### config.mk
export PLATFORM = sky130hd
export DESIGN_NAME = hte_front
export DESIGN_NICKNAME = d
export VERILOG_FILES = /design/src/design/hte_pkg.sv /design/src/design/hte_front.sv
export SDC_FILE = /design/constraint.sdc
export NUM_CORES = 1
export LEC_CHECK = 0
export ABC_AREA = 1
export BUFFER_PORTS_ARGS = -buffer_cell sky130_fd_sc_hd__buf_2
export CAP_MARGIN = 15
export CORE_MARGIN = 1.5
export CORE_UTILIZATION = 45
export DETAILED_ROUTE_END_ITERATION = 7
export PLACE_DENSITY = 0.87
export SLEW_MARGIN = 20
export SYNTH_ARGS = -nofsm -noshare
export SYNTH_HDL_FRONTEND = slang
export SYNTH_SLANG_ARGS = --single-unit
### constraint.sdc
create_clock -name vclk -period 11.5
set_input_delay 3.45 -clock vclk [all_inputs]
set_output_delay 3.45 -clock vclk [all_outputs]
set_load 0.02 [all_outputs]
### src/design/hte_pkg.sv
// Shared types and constants for the Huffman trie bit decoder.
// Used by the front end, the command queue, the back end and the top level.
`timescale 1ns / 1ps

package hte_pkg;

  // Node store and code sizing
  localparam int NODE_COUNT    = 512;
  localparam int NODE_W        = $clog2(NODE_COUNT);
  localparam int USED_W        = $clog2(NODE_COUNT + 1);
  localparam int MAX_CODE_BITS = 32;
  localparam int LEN_W         = $clog2(MAX_CODE_BITS + 1);
  localparam int SYMBOL_BITS   = 8;
  localparam int COUNT_W       = 32;

  // Input field widths
  localparam int ENTRY_LEN_W  = 6;
  localparam int ENTRY_CODE_W = 32;
  localparam int DATA_W       = 8;
  localparam int DATA_CNT_W   = $clog2(DATA_W + 1);

  // Stream widths
  localparam int IN_TDATA_W  = 56;
  localparam int OUT_TDATA_W = 8;
  localparam int OPCODE_W    = 2;
  localparam int STATUS_W    = 2;

  // Command queue depth
  localparam int FIFO_DEPTH = 4;
  localparam int FIFO_PTR_W = $clog2(FIFO_DEPTH);
  localparam int FIFO_CNT_W = $clog2(FIFO_DEPTH + 1);

  // Input opcodes
  localparam logic [OPCODE_W-1:0] OP_LOAD   = 2'd0;
  localparam logic [OPCODE_W-1:0] OP_DECODE = 2'd1;
  localparam logic [OPCODE_W-1:0] OP_CLEAR  = 2'd2;

  typedef enum logic [STATUS_W-1:0] {
    ST_OK       = 2'd0,
    ST_BAD_CODE = 2'd1,
    ST_FULL     = 2'd2
  } status_t;

  typedef enum logic [1:0] {
    CMD_LOAD,
    CMD_DECODE,
    CMD_CLEAR
  } cmd_kind_t;

  // Classified command passed from front to back
  typedef struct packed {
    cmd_kind_t                kind;
    logic [SYMBOL_BITS-1:0]   sym;
    logic [LEN_W-1:0]         len;
    logic [MAX_CODE_BITS-1:0] code;   // first code bit in the MSB
    logic [DATA_W-1:0]        data;
  } cmd_t;

  // One node of the trie as kept in the node store
  typedef struct packed {
    logic [NODE_W-1:0]      left_child;
    logic [NODE_W-1:0]      right_child;
    logic [SYMBOL_BITS-1:0] symbol;
  } node_word_t;

  typedef enum logic [1:0] {
    BK_IDLE,
    BK_LOAD,
    BK_WALK,
    BK_DONE
  } back_state_t;

endpackage

### src/design/hte_front.sv
// Front end: takes input beats, drops unused opcodes, clamps and aligns code entries.
// Depends on hte_pkg; feeds hte_cmd_fifo.
`timescale 1ns / 1ps

module hte_front import hte_pkg::*; (
  input  logic                  clk,
  input  logic                  rst,
  input  logic                  s_tvalid,
  output logic                  s_tready,
  input  logic [IN_TDATA_W-1:0] s_tdata,   // entry_symbol, entry_length, entry_code, data_byte
  input  logic [OPCODE_W-1:0]   s_tuser,   // opcode
  input  logic                  fifo_full,
  output logic                  push,
  output cmd_t                  push_cmd
);

  localparam int SYM_LSB  = 0;
  localparam int LEN_LSB  = SYM_LSB + SYMBOL_BITS;
  localparam int CODE_LSB = LEN_LSB + ENTRY_LEN_W;
  localparam int DATA_LSB = CODE_LSB + ENTRY_CODE_W;

  logic [ENTRY_LEN_W-1:0]   ent_len;
  logic [ENTRY_CODE_W-1:0]  ent_code;
  logic [LEN_W-1:0]         len_clamped;
  logic [MAX_CODE_BITS-1:0] code_ext;
  logic                     beat;
  logic                     beat_q;

  assign ent_len  = s_tdata[LEN_LSB +: ENTRY_LEN_W];
  assign ent_code = s_tdata[CODE_LSB +: ENTRY_CODE_W];
  assign s_tready = !fifo_full;
  assign beat     = s_tvalid && s_tready;

  // Clamp overlong codes and move the first code bit to the top
  assign len_clamped = (int'(ent_len) > MAX_CODE_BITS) ? LEN_W'(MAX_CODE_BITS)
                                                       : LEN_W'(ent_len);
  assign code_ext    = MAX_CODE_BITS'(ent_code);

  // Classify the beat; unused opcodes are taken and dropped
  always_comb begin
    push_cmd.sym  = s_tdata[SYM_LSB +: SYMBOL_BITS];
    push_cmd.len  = len_clamped;
    push_cmd.code = code_ext << (LEN_W'(MAX_CODE_BITS) - len_clamped);
    push_cmd.data = s_tdata[DATA_LSB +: DATA_W];
    push_cmd.kind = CMD_LOAD;
    push          = 1'b0;
    unique case (s_tuser)
      OP_LOAD: begin
        push_cmd.kind = CMD_LOAD;
        push          = beat;
      end
      OP_DECODE: begin
        push_cmd.kind = CMD_DECODE;
        push          = beat;
      end
      OP_CLEAR: begin
        push_cmd.kind = CMD_CLEAR;
        push          = beat;
      end
      default: begin
        push = 1'b0;
      end
    endcase
  end

  // Register each handshake so a check can confirm no beat was taken while the queue was full
  always_ff @(posedge clk) begin
    if (rst) begin
      beat_q <= 1'b0;
    end else begin
      beat_q <= beat;
    end
  end

  assert property (@(posedge clk) disable iff (rst) push |-> beat)
    else $error("front pushed a command without an input beat");
  assert property (@(posedge clk) disable iff (rst) push |-> int'(push_cmd.len) <= MAX_CODE_BITS)
    else $error("code length not clamped");
  assert property (@(posedge clk) disable iff (rst) beat_q |-> $past(!fifo_full))
    else $error("beat taken while queue full");

endmodule

======== Word level (Yosys, flattened, before mapping) ========
Cells that the tools add are included.
cells by class
  multiplexer cells ....................... 3
  $lt $le $gt $ge ......................... 1
  add/sub/neg operators ................... 1
  reductions and logical operators ........ 4
  shift-type cells ........................ 1
  equality and inequality tests ........... 2
operators by type and width
  operator               number
  $shl A32 B6 Y32        1
  $gt A6 B6 Y1 const B   1
  $mux W6                1
  $sub A6 B6 Y6 const A  1
  $pmux W2 S2            1
  $reduce_or A3 Y1       1
  $eq A2 B1 Y1 const B   1
  $eq A2 B2 Y1 const B   1
  $logic_not A2 Y1       1
  $logic_and A1 B1 Y1    1
  $logic_not A1 Y1       1
  $mux W1                1
storage, ports and cells
  register bits after elaboration ......... 0
  word-level logic and storage cells ...... 12
  output and inout port bits .............. 58
  input bits .............................. 62

======== Longest topological paths before layout ========
Gate-level depths: netlist of run 1.
  depth after elaboration ................. 4
  mapped depth ............................ 17
  depth with buffers taken out ............ 13

======== Worst setup path before layout of run 1 ========
No wires, ideal clock.
  path type ............................... input port to output port
  start point ............................. in s_tdata[8]
  end point ............................... out push_cmd[11] (netlist bit)
  buffers on the path ..................... 4
  arrival time ............................ 5607 ps
  setup slack ............................. 2443 ps
  cell stages on the path ................. 13
  required time ........................... 8050 ps
  cells stage by stage .................... buf_2 -> nor2_4 -> nand3_2 -> nand2_4 -> buf_2 -> nand2_1 -> ha_1 -> clkbuf_1 -> inv_1 -> clkbuf_1 -> nand3_1 -> nand3_1 -> nor3_1
RTL lines
  item         RTL line         text
  from (decl)  hte_front.sv:10  input logic [IN_TDATA_W-1:0] s_tdata,
  to (decl)    hte_front.sv:14  output cmd_t push_cmd

==> flow_summary_export.csv, run 1 <==
group,metric,value,unit
global_routing,grt_usage,0.264,
placement,dp_cells,501,
synth,ys_seq_area_frac,0,
min_path,holdPathEnd,"push_cmd[1]",
timing,setup_viol,0,
global_routing,antenna_found_initial,0,
finish,nFillCells,461,
placement,dp_hpwl,5130,um
timing,hold_viol_final,0,
min_path,worstHoldStart,"s_tdata[47]",
timing,tightest_slew,0.627,ns
power_and_ir_drop,p_leak,1.29,nW
finish,area_delta_synth_final,11.5,%
finish,layout_commonest_cell,"nand3_1",
job,cap_violations,0,
floorplanning,core-area,4350,um^2
power_and_ir_drop,clockPowerShare,0,
critical_path,endpoint_kind,"primary output",
timing,timing.fmax,96.8,MHz
critical_path,worstPathCellList,"buf_2, nor2_4, nand3_2, nand2_4, nand2_2, ha_1, xnor2_2, buf_4, inv_2, nand3_1, nand3_1, nand3_1, nand2_1, buf_2",
floorplanning,dieArea,4940,um^2
power_and_ir_drop,netSwitchingPower,137,uW
finish,final_cell_mix,"nand3_1 (214), nand2_1 (85), buf_2 (84)",
route,drc,0,
synth,syn_area_per_cell,4.97,um^2
critical_path,startpoint,"s_tdata[8]",
floorplanning,initial_core_util,0.468,
power_and_ir_drop,comb_power_share,1.000,
floorplanning,fp-row-count,24,
power_and_ir_drop,pwr_density_cell,88.4,nW/um^2
run_status,status,"finished clean",
power_and_ir_drop,p_seq_frac,0,
critical_path,start_kind,"input port",
power_and_ir_drop,p_int,63.8,uW
synth,ys_types,24,
critical_path,cp_common_cell,"nand3_1",
floorplanning,die_h,70.3,um
power_and_ir_drop,p_sw_frac,0.682,
finish,layout.cells.non_filler,501,
synth,syn_area,2040,um^2
route,viasPerCell,6.06,
finish,seq_area,0,um^2
floorplanning,dieWidth,70.3,um
critical_path,cp_max_fo,34,
critical_path,crit_type,"input port to primary output",
placement,gp_congestion,0.960,
route,num_vias,3037,
global_routing,grt_overflow,0,
synth,postSynthCellCount,410,
route,initialDrtViolationCount,386,
route,wirelength,6880,um
timing,finalMaxSlewViolations,0,
timing,rsz0062_at_grt,"no",
critical_path,slowest_stage,"nand2_2",
min_path,worstHoldPathCells,0,
route,ant_nets,0,
clocking,postCtsSetupBuffers,0,
finish,nNetsFinal,514,
finish,clock_buffers,0,
critical_path,cp_data_arrival_time,6.88,ns
finish,drive_gt1_frac,0.229,
global_routing,grt_pass1_vias,2561,
critical_path,max_stage_delay,0.47,ns
synth,synth_warnings,0,
power_and_ir_drop,totalPowerFinal,201,uW
global_routing,grt_pass1_wl,11200,um
clocking,cts_hold_buf,0,
clocking,cts_resized,0,
finish,stdcell_area,2270,um^2
route,wl_per_cell,13.7,um
timing,fin_crit,10.33,ns
route,drtPass1Iterations,6,
timing,finalSetupTns,0,ns
placement,placedInstanceArea,2270,um^2
synth,synth_fp_nets,473,
global_routing,grt_max_degree,36,
finish,seq_cell_count,0,
timing,max_slew_margin,0.581,
finish,final_core_util,0.522,
floorplanning,io_pins,120,
critical_path,critPathRequiredTime,8.05,ns
placement,port_buffers,84,
timing,fin_crit_sh,0.898,
finish,antennaDiodeCount,0,
min_path,hold_class,"input port to primary output",
power_and_ir_drop,ir_drop,49.1,uV
==> final cells by class <==
class	count	area [um^2]	area share
inverter	19	71.3	0.0314
multi-input combinational	342	1680	0.742
tap	52	65.1	0.0287
timing repair buffer	88	450	0.198
==> power groups by stage <==
stage | Sequential, mW | Combinational (mW) | Clock [mW]
global route | 0 | 0.220 | 0
floorplan | 0 | 0.156 | 0
global placement | 0 | 0.194 | 0
finish | 0 | 0.201 | 0
CTS | 0 | 0.197 | 0
detailed placement | 0 | 0.196 | 0
==> worst max-delay path: cells and delay by family <==
kind,cells,cell delay [ns]
AND/OR/NAND/NOR,8,1.64
buffers and inverters,4,1.16
adder cells (fa/ha/maj),1,0.46
XOR/XNOR,1,0.16
==> cell usage after synthesis (all sizes together) <==
library cell | n | area share
clkbuf | 9 | 0.017
nand3 | 216 | 0.54
nor2 | 22 | 0.048
xor2 | 1 | 0.014
xnor2 | 1 | 0.0043
and3 | 1 | 0.0031
inv | 19 | 0.035
nand4 | 3 | 0.012
a21oi | 3 | 0.013
nand3b | 1 | 0.0037
ha | 1 | 0.0061
buf | 40 | 0.13
nor3 | 4 | 0.0098
nand2 | 89 | 0.17
==> metrics by stage <==
stage | worst slack, ns | hold slack [ns]
3_5_place_dp | 1.29 | 6.90
3_3_place_gp | 1.32 | 6.90
5_1_grt | 0.904 | 6.90
6_report | 1.17 | 6.90
4_1_cts | 1.27 | 6.90
2_1_floorplan | 2.44 | 6.98
==> metal layers <==
metal,share of wire,track usage
met2,0.47,0.440
met1,0.39,0.343
met5,0,0
met3,0.12,0.0519
met4,0.026,0.0726
==> cell families after synthesis <==
kind of cell / after synthesis / share of synthesized area
simple gates: 336 / 0.786
buf+inv: 68 / 0.177
xor+xnor: 2 / 0.0178
fa+ha+maj: 1 / 0.00614
compound gates: 3 / 0.0129
==> worst max path at each step <==
stage                              end
after floorplan           push_cmd[11]
after global placement    push_cmd[34]
after detailed placement  push_cmd[34]
after CTS                 push_cmd[34]
after global routing      push_cmd[18]
final                     push_cmd[37]
Power figures use the tool's default switching activity.
==> run 2: changes to the inputs <==
- CAP_MARGIN: 15 -> 20
- clock period: 11.5 -> 12.2 ns (I/O delays scaled with it)
==> run 2 against run 1 <==
Largest cell class unchanged. First-iteration DRC count fell by 1.3%. Hold slack gained 0.42 ns. Non-clock buffer count fell by 1. Via count is 0.40% higher. Die area unchanged. Sequential share of layout area is the same. Routed wire length is 2.7% lower. Clock-buffer cell count did not move. Total power shrank 6.4%.
==> flow_summary_export.csv, run 2 (synthesis results as in run 1) <==
group,metric,value,unit
critical_path,worst-path-buf-inv,4,
global_routing,grt_max_degree,36,
timing,fin_crit,10.71,ns
run_status,status,"finished clean",
floorplanning,core-area,4350,um^2
timing,timing.fmax,93.4,MHz
route,num_vias,3049,
critical_path,slowest_stage,"nand2_2",
route,initialDrtViolationCount,381,
finish,final_cell_mix,"nand3_1 (214), nand2_1 (85), buf_2 (84)",
finish,antennaDiodeCount,0,
timing,fin_crit_sh,0.878,
floorplanning,fp-row-count,24,
route,drc,0,
finish,drive_gt1_frac,0.228,
critical_path,worstPathCellList,"buf_2, nor2_4, nand3_2, nand2_4, nand2_2, ha_1, xnor2_2, buf_4, inv_2, nand3_1, nand2_1, nand3_1, nand2_1, buf_2",
power_and_ir_drop,totalPowerFinal,188,uW
finish,area_delta_synth_final,11.1,%
clocking,cts_resized,0,
min_path,holdPathEnd,"push_cmd[1]",
floorplanning,dieWidth,70.3,um
route,wl_met2,3110,um
route,wirelength,6700,um
timing,rsz0062_at_grt,"no",
finish,seq_cell_count,0,
critical_path,cp_max_fo,34,
finish,seq_area,0,um^2
global_routing,grt_pass1_vias,2639,
floorplanning,die_h,70.3,um
critical_path,start_kind,"input port",
placement,gp_congestion,0.959,
global_routing,grt_overflow,0,
min_path,worstHoldStart,"s_tdata[47]",
timing,setup_viol,0,
global_routing,grt_pass1_wl,11100,um
clocking,postCtsSetupBuffers,0,
finish,layout_commonest_cell,"nand3_1",
min_path,worstHoldPathCells,0,
timing,finalSetupTns,0,ns
global_routing,antenna_found_initial,0,
timing,tightest_slew,0.859,ns
critical_path,crit_type,"input port to primary output",
route,wl_per_cell,13.4,um
global_routing,grt_usage,0.259,
min_path,hold_class,"input port to primary output",
floorplanning,dieArea,4940,um^2
job,cap_violations,0,
finish,nNetsFinal,513,
critical_path,cp_data_arrival_time,7.05,ns
route,top_layer,"met4",
timing,hold_viol_final,0,
clocking,cts_hold_buf,0,
placement,dp_hpwl,5020,um
power_and_ir_drop,ir_drop,48.3,uV
route,wl_met1,2680,um
floorplanning,initial_core_util,0.468,
critical_path,path_delay_family,"simple AND/OR/NAND/NOR gates",
timing,max_slew_margin,0.426,
route,routed-wl-met3,670,um
power_and_ir_drop,p_leak,1.29,nW
route,ant_nets,0,
floorplanning,io_pins,120,
critical_path,max_stage_delay,0.44,ns
placement,port_buffers,84,
critical_path,critPathRequiredTime,8.54,ns
timing,finalMaxSlewViolations,0,
route,viasPerCell,6.10,
critical_path,endpoint_kind,"primary output",
route,drtPass1Iterations,5,
power_and_ir_drop,pwr_density_cell,83.0,nW/um^2
finish,clock_buffers,0,
run 2: changes by cell type in the layout (fill, tap and decap cells not counted):
cell and change:
buf_4 -1
run 2: final cells by class:
class	instances	area [um^2]
timing repair buffer	87	443
inverter	19	71.3
tap	52	65.1
multi-input combinational	342	1680
fill	466	2090
run 2: power breakdown:
part	total, mW	switching, mW	internal (mW)	leakage (nW)
clock	0	0	0	0
sequential	0	0	0	0
combinational	0.188	0.128	0.0597	1.29
run 2: worst max-delay path by stage:
stage	from	to	depth (start not counted)	slack, ns
after CTS	s_tdata[8]	push_cmd[34]	14	1.57
after detailed placement	s_tdata[8]	push_cmd[34]	14	1.57
after global placement	s_tdata[8]	push_cmd[34]	14	1.60
after global routing	s_tdata[8]	push_cmd[18]	14	1.22
after floorplan	s_tdata[8]	push_cmd[11]	13	2.72
final	s_tdata[8]	push_cmd[34]	14	1.49
run 2: per-stage QoR:
| step | utilization | area [um^2] | hold WS [ns] | setup slack (ns) | std cells |
|---|---|---|---|---|---|
| 2_1_floorplan | - | 2040 | 7.40 | 2.72 | 410 |
| 3_3_place_gp | 0.520 | 2260 | 7.32 | 1.60 | 500 |
| 4_1_cts | 0.520 | 2260 | 7.32 | 1.57 | 500 |
| 3_5_place_dp | 0.520 | 2260 | 7.32 | 1.57 | 500 |
| 5_1_grt | 0.520 | 2260 | 7.32 | 1.22 | 500 |
| 6_report | 0.520 | 2260 | 7.32 | 1.49 | 500 |
run 2: routing by layer:
metal  global-route usage  vias to the layer above
met3               0.0346                       29
li1                     -                     1478
met4               0.0812                        0
met2                0.448                      205
met1                0.331                     1337
met5                    0                        -
