===== config.mk =====
export PLATFORM = sky130hd
export DESIGN_NAME = hte_cmd_fifo
export DESIGN_NICKNAME = d
export VERILOG_FILES = /design/src/design/hte_pkg.sv /design/src/design/hte_cmd_fifo.sv
export SDC_FILE = /design/constraint.sdc
export NUM_CORES = 1
export LEC_CHECK = 0
export BUFFER_PORTS_ARGS = -buffer_cell sky130_fd_sc_hd__buf_2
export CAP_MARGIN = 20
export CORE_ASPECT_RATIO = 2
export CORE_MARGIN = 4
export CORE_UTILIZATION = 57
export CTS_CLUSTER_SIZE = 16
export DETAILED_ROUTE_END_ITERATION = 16
export PLACE_DENSITY = 0.86
export SYNTH_ARGS = -nofsm -noshare
export SYNTH_HDL_FRONTEND = slang
export SYNTH_SLANG_ARGS = --single-unit
export TNS_END_PERCENT = 100

===== constraint.sdc =====
create_clock -name clk -period 2.85 [get_ports clk]
set_input_delay 0.4275 -clock clk [delete_from_list [all_inputs] [get_ports clk]]
set_output_delay 0.4275 -clock clk [all_outputs]
set_load 0.005 [all_outputs]

===== src/design/hte_pkg.sv =====
// Shared types and constants for the Huffman trie bit decoder.
// Used by the front end, the command queue, the back end and the top level.
`timescale 1ns / 1ps

package hte_pkg;

  // Node store and code sizing
  localparam int NODE_COUNT    = 512;
  localparam int NODE_W        = $clog2(NODE_COUNT);
  localparam int USED_W        = $clog2(NODE_COUNT + 1);
  localparam int MAX_CODE_BITS = 32;
  localparam int LEN_W         = $clog2(MAX_CODE_BITS + 1);
  localparam int SYMBOL_BITS   = 8;
  localparam int COUNT_W       = 32;

  // Input field widths
  localparam int ENTRY_LEN_W  = 6;
  localparam int ENTRY_CODE_W = 32;
  localparam int DATA_W       = 8;
  localparam int DATA_CNT_W   = $clog2(DATA_W + 1);

  // Stream widths
  localparam int IN_TDATA_W  = 56;
  localparam int OUT_TDATA_W = 8;
  localparam int OPCODE_W    = 2;
  localparam int STATUS_W    = 2;

  // Command queue depth
  localparam int FIFO_DEPTH = 4;
  localparam int FIFO_PTR_W = $clog2(FIFO_DEPTH);
  localparam int FIFO_CNT_W = $clog2(FIFO_DEPTH + 1);

  // Input opcodes
  localparam logic [OPCODE_W-1:0] OP_LOAD   = 2'd0;
  localparam logic [OPCODE_W-1:0] OP_DECODE = 2'd1;
  localparam logic [OPCODE_W-1:0] OP_CLEAR  = 2'd2;

  typedef enum logic [STATUS_W-1:0] {
    ST_OK       = 2'd0,
    ST_BAD_CODE = 2'd1,
    ST_FULL     = 2'd2
  } status_t;

  typedef enum logic [1:0] {
    CMD_LOAD,
    CMD_DECODE,
    CMD_CLEAR
  } cmd_kind_t;

  // Classified command passed from front to back
  typedef struct packed {
    cmd_kind_t                kind;
    logic [SYMBOL_BITS-1:0]   sym;
    logic [LEN_W-1:0]         len;
    logic [MAX_CODE_BITS-1:0] code;   // first code bit in the MSB
    logic [DATA_W-1:0]        data;
  } cmd_t;

  // One node of the trie as kept in the node store
  typedef struct packed {
    logic [NODE_W-1:0]      left_child;
    logic [NODE_W-1:0]      right_child;
    logic [SYMBOL_BITS-1:0] symbol;
  } node_word_t;

  typedef enum logic [1:0] {
    BK_IDLE,
    BK_LOAD,
    BK_WALK,
    BK_DONE
  } back_state_t;

endpackage


===== src/design/hte_cmd_fifo.sv =====
// Short command queue between the front end and the back end.
// Depends on hte_pkg for the command type and depth.
`timescale 1ns / 1ps

module hte_cmd_fifo import hte_pkg::*; (
  input  logic clk,
  input  logic rst,
  input  logic push,
  input  cmd_t push_cmd,
  output logic full,
  input  logic pop,
  output logic pop_valid,
  output cmd_t pop_cmd
);

  cmd_t                  entries [FIFO_DEPTH];
  logic [FIFO_PTR_W-1:0] wr_ptr;
  logic [FIFO_PTR_W-1:0] rd_ptr;
  logic [FIFO_CNT_W-1:0] count;
  logic                  do_push;
  logic                  do_pop;

  assign full      = (count == FIFO_CNT_W'(FIFO_DEPTH));
  assign pop_valid = (count != '0);
  assign pop_cmd   = entries[rd_ptr];
  assign do_push   = push && !full;
  assign do_pop    = pop && pop_valid;

  // Store pushed commands
  always_ff @(posedge clk) begin
    if (do_push) begin
      entries[wr_ptr] <= push_cmd;
    end
  end

  // Advance pointers and occupancy
  always_ff @(posedge clk) begin
    if (rst) begin
      wr_ptr <= '0;
      rd_ptr <= '0;
      count  <= '0;
    end else begin
      if (do_push) begin
        wr_ptr <= (wr_ptr == FIFO_PTR_W'(FIFO_DEPTH - 1)) ? '0 : wr_ptr + 1'b1;
      end
      if (do_pop) begin
        rd_ptr <= (rd_ptr == FIFO_PTR_W'(FIFO_DEPTH - 1)) ? '0 : rd_ptr + 1'b1;
      end
      if (do_push && !do_pop) begin
        count <= count + 1'b1;
      end else if (do_pop && !do_push) begin
        count <= count - 1'b1;
      end
    end
  end

  assert property (@(posedge clk) disable iff (rst) int'(count) <= FIFO_DEPTH)
    else $error("queue occupancy out of range");
  assert property (@(posedge clk) disable iff (rst) (pop && !pop_valid) |=> count == '0 || $past(push))
    else $error("pop from empty queue changed occupancy");
  assert property (@(posedge clk) disable iff (rst)
                   (count == '0) |-> (wr_ptr == rd_ptr))
    else $error("empty queue with unequal pointers");

endmodule


# == Yosys cells after proc, flatten, opt, wreduce, memory -nomap -nowiden ==
# Memory sizes are Yosys's and may differ from the RTL's. A register that Yosys moved wholly into a read port is not among the register bits.
# Index checks and enable logic that the tools add are counted.
# op_classes
n_reduce_logical,9
eq_ne,3
mux,8
add_sub_neg,4
# op_table
cell,n
$mux W2,4
$mux W3,2
$add A2 B1 Y2 const B,2
$eq A2 B2 Y1 const B,2
$logic_and A1 B1 Y1,4
$add A3 B1 Y3 const B,1
$eq A3 B3 Y1 const B,1
$logic_not A1 Y1,3
$reduce_bool A3 Y1,1
$sub A3 B1 Y3 const B,1
$mux W1,2
$reduce_bool A2 Y1,1
# word_totals
n_memories,1
word_cells,28
ff_bits,7
in_bits,60
ram_bits,224
out_inout_bits,58
# mem_list
name,depth,width,read_ports,rd_ports_with_merged_regs,wr,line,text
entries,4,56,1,1,1,hte_cmd_fifo.sv:16,cmd_t entries [FIFO_DEPTH];

# == Longest topological paths before layout ==
# Gate-level depths: netlist (run 1).
# logic_depth
ltp_word,7
ltp_mapped,10
ltp_nobuf,9

# == Worst setup path before layout (run 1) ==
# No wires, ideal clock.
# synth_path
kind,register to register
startpoint,register count[0]
endpoint,memory entries[0][0] in the netlist's numbering (enable)
required_time_ns,2.430
slack_ns,0.380
arrival_ns,2.050
synth_period_minus_slack_ns,2.470
path_stages_with_launch,4
path_buffers,1
path_cell_list,dfxtp_1 > or3b_1 > buf_6 > and3_1
# synth_between
elab_chain_cells,5
# synth_lines
item,line,text
start: declaration,hte_cmd_fifo.sv:19,logic [FIFO_CNT_W-1:0] count;
start signal: assignment,hte_cmd_fifo.sv:50,count <= count + 1'b1;
start signal: assignment,hte_cmd_fifo.sv:52,count <= count - 1'b1;
$eq A3 B3 Y1,hte_cmd_fifo.sv:23,assign full = (count == FIFO_CNT_W'(FIFO_DEPTH));
$logic_not A1 Y1,hte_cmd_fifo.sv:26,assign do_push = push && !full;
$logic_and A1 B1 Y1,hte_cmd_fifo.sv:26,
$mux W1,hte_cmd_fifo.sv:31,if (do_push) begin
$mux W1 (not written as such),hte_cmd_fifo.sv:32,entries[wr_ptr] <= push_cmd;
end: declaration,hte_cmd_fifo.sv:16,
# Every way passes these cells.

==> results of run 1 <==
==> power by group <==
part           leakage (nW)  internal (mW)  switching, mW  total (mW)
registers              2.13           4.14          0.150        4.29
clock network         0.258           1.21           1.06        2.27
logic                 0.975          0.879          0.791        1.67
==> logic make-up (layout without fill, tap and decap cells) <==
| logic type | Yosys count | in the layout |
|---|---|---|
| AO/OA/AOI/OAI | 7 | 7 |
| AND/OR/NAND/NOR | 16 | 16 |
| buffers and inverters | 19 | 159 |
| adder cells (fa/ha/maj) | 7 | 7 |
| other | 0 | 3 |
| XOR/XNOR | 2 | 2 |
| flip-flops | 233 | 233 |
| multiplexers | 58 | 58 |
==> worst max-delay path: stages (launching register included) <==
cell and delay, ns:
dfxtp_4 0.50, buf_4 0.34, mux4_2 0.58, buf_2 0.15
==> layer usage <==
layer / vias to the layer above / track usage (%) / share of wire (%)
li1: 1716 / - / -
met5: - / 0 / 0.045
met2: 122 / 34.6 / 58
met3: 27 / 2.78 / 5.2
met1: 2006 / 21.7 / 34
met4: 2 / 7.87 / 2.5
==> cell usage in the layout, fill, tap and decap left out, drive strengths merged <==
cell / count
mux4: 56
a21oi: 3
nor2: 4
bufinv: 1
or3: 3
xor2: 2
o31ai: 2
clkinv: 8
or3b: 1
o21ai: 2
diode: 3
clkbuf: 20
ha: 6
mux2i: 2
fa: 1
nand2: 1
buf: 125
and3: 4
edfxtp: 224
clkinvlp: 1
inv: 4
nor3: 1
nand3: 2
dfxtp: 9
==> registers in the layout, indices dropped and copies added, names as in the netlist, named ones only <==
| register | cells |
|---|---|
| count | 3 |
| rd_ptr | 2 |
| wr_ptr | 2 |
| entries | 224 |
==> through the flow <==
step / util (%) / power, mW / instance area [sq um] / hold WS (ns)
2_1_floorplan: - / 5.40 / 8580 / 0.463
6_report: 67.3 / 8.23 / 9970 / 0.156
5_1_grt: 67.3 / 8.62 / 9970 / 0.147
3_3_place_gp: 63.7 / 6.00 / 9440 / 0.480
4_1_cts: 67.2 / 8.35 / 9960 / 0.139
3_5_place_dp: 63.7 / 6.08 / 9440 / 0.488
==> how the worst max path moves through the flow <==
stage | start | to | slack, ns | cells after the start
4_1_cts | register | pop_cmd[33] | 0.29 | 3
3_3_place_gp | count[0] | count[2] | 0.64 | 9
6_report | register | pop_cmd[33] | 0.37 | 3
3_5_place_dp | count[0] | count[2] | 0.54 | 9
5_1_grt | register | pop_cmd[33] | 0.24 | 3
2_1_floorplan | count[0] | entries[0][0] | 0.38 | 3
==> cell type report <==
type | instances | area, sq um
flip-flops and latches | 233 | 6910
inverters | 5 | 37.5
multi-input cells | 90 | 1540
diodes | 3 | 7.51
clock buffers | 20 | 479
well taps | 195 | 244
repair buffers | 125 | 708
fillers | 997 | 4850
clock inverters | 9 | 46.3
==> cell usage after synthesis, types with 2 or more instances <==
cell      number  area (sq um)
edfxtp_1     224          6730
mux4_2        56          1260
dfxtp_1        9           180
buf_2          6          30.0
buf_6          6          67.6
ha_1           6          75.1
and3_1         4          25.0
a21oi_1        3          15.0
inv_1          3          11.3
nor2_1         3          11.3
or3_1          3          18.8
clkbuf_1       2          7.51
mux2i_1        2          20.0
nand3_1        2          10.0
o31ai_2        2          25.0
xor2_1         2          17.5
==> results.md, run 1 <==
* Die Area at 17200 sq um
* Worst slew margin at 72.7%
* Synth Area in Simple Gates at 1.04%
* Rows at 63
* Max-cap viol count at 0
* HPWL after detailed placement at roughly 9.4 mm
* Final setup margin at 0.367 ns
* Worst skew pair latency at 0.48 ns
* First-pass GRT wire length at 24.1 mm
* Hold Startpoint: push_cmd[55]
* Initial DRT Pass Iterations at 4
* Num CTS Buffers at 19
* Tcrit/Tclk final at 87.1%
* GRT Residual Overflow at 0
* Die Y at 182 um
* Port buffer count at 117
* Min Tclk post-route at 2.48 ns
* Final GP Congestion at 0.742
* Post-synth EDFFs at ~220
* CTS sink cnt at 233
* Worst-Margin Slew at a little over 0.4 ns
* Layout Area Growth over Synthesis at 16.2%
* Crit path DAT at 2.06 ns
* Total GRT Usage at 18.9%
* Mean post-synth cell area at roughly 25 sq um
* Pwr per Cell Area at between 800 and 900 nW/um^2
* Status: finished clean
* Routed WL at about 16 mm
* H-tree depth at 1
* Post-Syn Instances at 342
* Kind of critical path: reg2out
* Vias per cell at 5.70
* CP Capture Type: output pin
* Worst Hold Class: in2reg
* Vias at around 3900
* Largest net degree at the start of global routing at 57
* Clock transition at path regs at 0.07 ns
* Syn_nets at 409
* CTS tree: built
* Endpoints failing hold at 0
* Post-Synth XOR/XNOR Area at 0.204%
* Post-synth top flop: edfxtp_1
* #FFs+latches synth at 233
* Initial antenna violation count at 4
* Critical path peak fanout at 13
* Routed length per placed instance at 22.8 um
* Post-Synthesis Cell Area at 8580 sq um
* Final nets at 541
* CP Launch Type: register
* Largest family of logic cells by synthesized area: multiplexers
* PostCTS Resize Cnt at 0
* Fmax at about 400 MHz
* Worst Skew at 0.00961 ns
* Count of unique library cells instantiated by Yosys at 25
* Synth Area in Compound Gates at 0.583%
* Inst Count DP at 648
* R2r worst-path depth at 9
* Worst R2R Start: count[0]
* Non-Filler Instances at 680
* RR Endpoint: count[2]
* Clock Root Buffer: clkbuf_16
* Hold buffer count at cts at 0
* Worst EP required at between 2 and 2.5 ns
* Setup TNS at 0 ns
* Proportion of synthesized chip area in sequential cells at 80.5%
* Antenna viol nets, final at 0
* Vias in the first global route at 4324
* IO Pins at 118
* Hold path depth at 1
* Place WS at 0.544 ns
* Core area at 14800 sq um
* Asr flop ratio synth at 0%
* Number of setup violations in the final report at 0
* Max Root-Sink Buffers at 3
* # DRC at 0
* Slew Limit Fails at 0
* Maximum vdd drop at 0.520 mV
* Hold EP: entries[3][55]
* Reg-to-reg slack, setup at 0.52 ns
* Leakage at about 3.4 nW
* Initial Util at ~58%
* RSZ-0062 raised after global routing: no
* Post-synthesis mux area share at 14.9%
* DR iter-0 viols at 286
* Post-CTS Setup Inserts at 0
* Die Wd at 94.8 um
* Warnings from Yosys at 0
* Post-Synth Adder-Cell Area at 1.11%
* Layout cell share with drive strength beyond 1 at around 45%
No activity file was read; power rests on OpenSTA's default activity.
==> inputs of run 2 (changes only) <==
--- a/config.mk
+++ b/config.mk
@@ -7,2 +7,3 @@
 export LEC_CHECK = 0
+export ABC_CLOCK_PERIOD_IN_PS = 2850
 export BUFFER_PORTS_ARGS = -buffer_cell sky130_fd_sc_hd__buf_2
@@ -15,2 +16,3 @@
 export PLACE_DENSITY = 0.86
+export SLEW_MARGIN = 0
 export SYNTH_ARGS = -nofsm -noshare
==> constraint.sdc (replaced) <==
create_clock -name clk -period 2.85 [get_ports clk]
set_input_delay 0.285 -clock clk [delete_from_list [all_inputs] [get_ports clk]]
set_output_delay 0.285 -clock clk [all_outputs]
set_load 0.005 [all_outputs]
==> run 2 against run 1 <==
Worst setup slack better by 0.025 ns. Via count down 0.36%. Sequential power up 1%. Clock-buffer cell count up 7. First-iteration DRC count down 23%. Largest power group unchanged.
==> results.md, run 2 (same netlist as run 1, synthesis figures left out) <==
* Status: finished clean
* Worst slew margin at 60.1% (-13 points)
* First-pass GRT wire length at 24.0 mm (-0.63%)
* Number of setup violations in the final report at 0 (unchanged)
* Place WS at 0.479 ns (-0.0650 ns)
* Rows at 63 (unchanged)
* Routed length per placed instance at 22.7 um (-0.83%)
* Die Wd at 94.8 um (unchanged)
* Final nets at 543 (+0.37%)
* Clock transition at path regs at 0.07 ns (about the same)
* Critical path peak fanout at 29 (+16)
* Worst-Margin Slew at 0.598 ns (+0.189 ns)
* Layout cell share with drive strength beyond 1 at 45.1% (+0.25 points)
* Max reg flops at 224 (unchanged)
* DR iter-0 viols at 220 (-23%)
* Routed WL at 15.5 mm (-0.24%)
* Crit path DAT at 2.17 ns (+0.11 ns)
* Max-cap viol count at 0 (unchanged)
* Worst Skew at 0.00687 ns (-0.00274 ns)
* Kind of critical path: reg2out
* Die Y at 182 um (unchanged)
* Total GRT Usage at 19.0% (+0.044 points)
* Top Registers: entries: 224 flops, count: 3 flops
* Fmax at 407 MHz (+1.0%)
* Post-CTS Setup Inserts at 0 (unchanged)
* RSZ-0062 raised after global routing: no
* Port buffer count at 117 (unchanged)
* Register with the most flip-flops: entries
* CP Launch Type: register
* CP Capture Type: output pin
* Vias per cell at 5.64 (-0.94%)
* HPWL after detailed placement at 10.1 mm (+7.3%)
* Endpoints failing hold at 0 (unchanged)
* Vias in the first global route at 4289 (-0.81%)
* Leakage at 3.39 nW (+0.88%)
* Worst skew pair latency at 0.47 ns (about the same)
* Tcrit/Tclk final at 86.3% (-0.87 points)
* Antenna viol nets, final at 0 (unchanged)
* IO Pins at 118 (unchanged)
* Initial Util at 57.9% (unchanged)
* GRT Residual Overflow at 0 (unchanged)
* Layout Area Growth over Synthesis at 17.0%
* CTS tree: built
* Hold buffer count at cts at 0 (unchanged)
* Core area at 14800 sq um (unchanged)
* Worst R2R Start: count[0]
* Initial DRT Pass Iterations at 4 (unchanged)
* FILL cells at 988 (-0.90%)
* H-tree depth at 1 (unchanged)
* Final GP Congestion at 0.754 (+1.6%)
* CTS sink cnt at 233 (unchanged)
* Final setup margin at 0.391 ns (+0.0248 ns)
* Maximum vdd drop at 0.635 mV (+22%)
* Hold slack at 0.0265 ns (-0.130 ns)
* Most frequent cells in the layout: edfxtp_1 (224), buf_2 (117), mux4_2 (56)
* Setup TNS at 0 ns (unchanged)
* R2r worst-path depth at 9 (unchanged)
* Die Area at 17200 sq um (unchanged)
* PostCTS Resize Cnt at 0 (unchanged)
* Slew Limit Fails at 0 (unchanged)
* Reg-to-reg slack, setup at 0.48 ns (-0.04 ns)
* Max Root-Sink Buffers at 3 (unchanged)
* Largest net degree at the start of global routing at 57 (unchanged)
* Worst EP required at 2.57 ns (+0.15 ns)
* Hold Startpoint: push_cmd[50]
* Most common cell after layout, fill and taps aside: edfxtp_1
* Num CTS Buffers at 19 (unchanged)
* Hold EP: entries[1][50]
* # DRC at 0 (unchanged)
* Vias at 3859 (-0.36%)
* Clock Root Buffer: clkbuf_16
* Initial antenna violation count at 3 (-1)
* RR Endpoint: count[2]
* Pwr per Cell Area at 831 nW/um^2 (+0.66%)
* Worst Hold Class: in2reg
* Min Tclk post-route at 2.46 ns (-0.0248 ns)
* Hold path depth at 1 (unchanged)
[run 2: how the worst max path moves through the flow]
stage / end / startpoint / slack [ns]
final: pop_cmd[34] / register / 0.39
after detailed placement: count[2] / count[0] / 0.48
after global routing: pop_cmd[34] / register / 0.25
after floorplan: entries[0][0] / count[0] / 0.38
after global placement: count[2] / count[0] / 0.66
after CTS: pop_cmd[34] / register / 0.31
[run 2: through the flow]
stage          area [sq um]  total power, mW  cells  utilization (%)
2_1_floorplan          8580             5.40    342                -
3_3_place_gp           9480             6.04    650             64.0
6_report              10000             8.35    684             67.8
4_1_cts               10000             8.46    681             67.7
5_1_grt               10000             8.73    684             67.8
3_5_place_dp           9480             6.12    650             64.0
[run 2: area by class of cell]
| type | count | area (sq um) | share of cell area [%] |
|---|---|---|---|
| clock inverters | 4 | 21.3 | 0.212 |
| clock buffers | 27 | 536 | 5.33 |
| diodes | 3 | 7.51 | 0.0747 |
| repair buffers | 127 | 748 | 7.45 |
| flip-flops and latches | 233 | 6910 | 68.8 |
| well taps | 195 | 244 | 2.43 |
| multi-input cells | 90 | 1540 | 15.3 |
| inverters | 5 | 37.5 | 0.374 |
[run 2: power by group]
group          switching (mW)  internal [mW]
Combinational           0.752          0.902
Sequential              0.199           4.14
Clock                    1.05           1.30
[run 2: metal layers]
metal	global-route usage [%]	part of all wire, %	vias to the layer above
met5	0	0	-
met4	7.58	3.2	0
met3	2.86	4.4	30
met2	34.9	58	102
met1	21.6	35	2009
li1	-	-	1718
[run 2: worst max-delay path, stage by stage, from the launching register on]
cell and delay, ns:
dfxtp_4 0.74, buf_12 0.26, mux4_2 0.54, buf_2 0.15
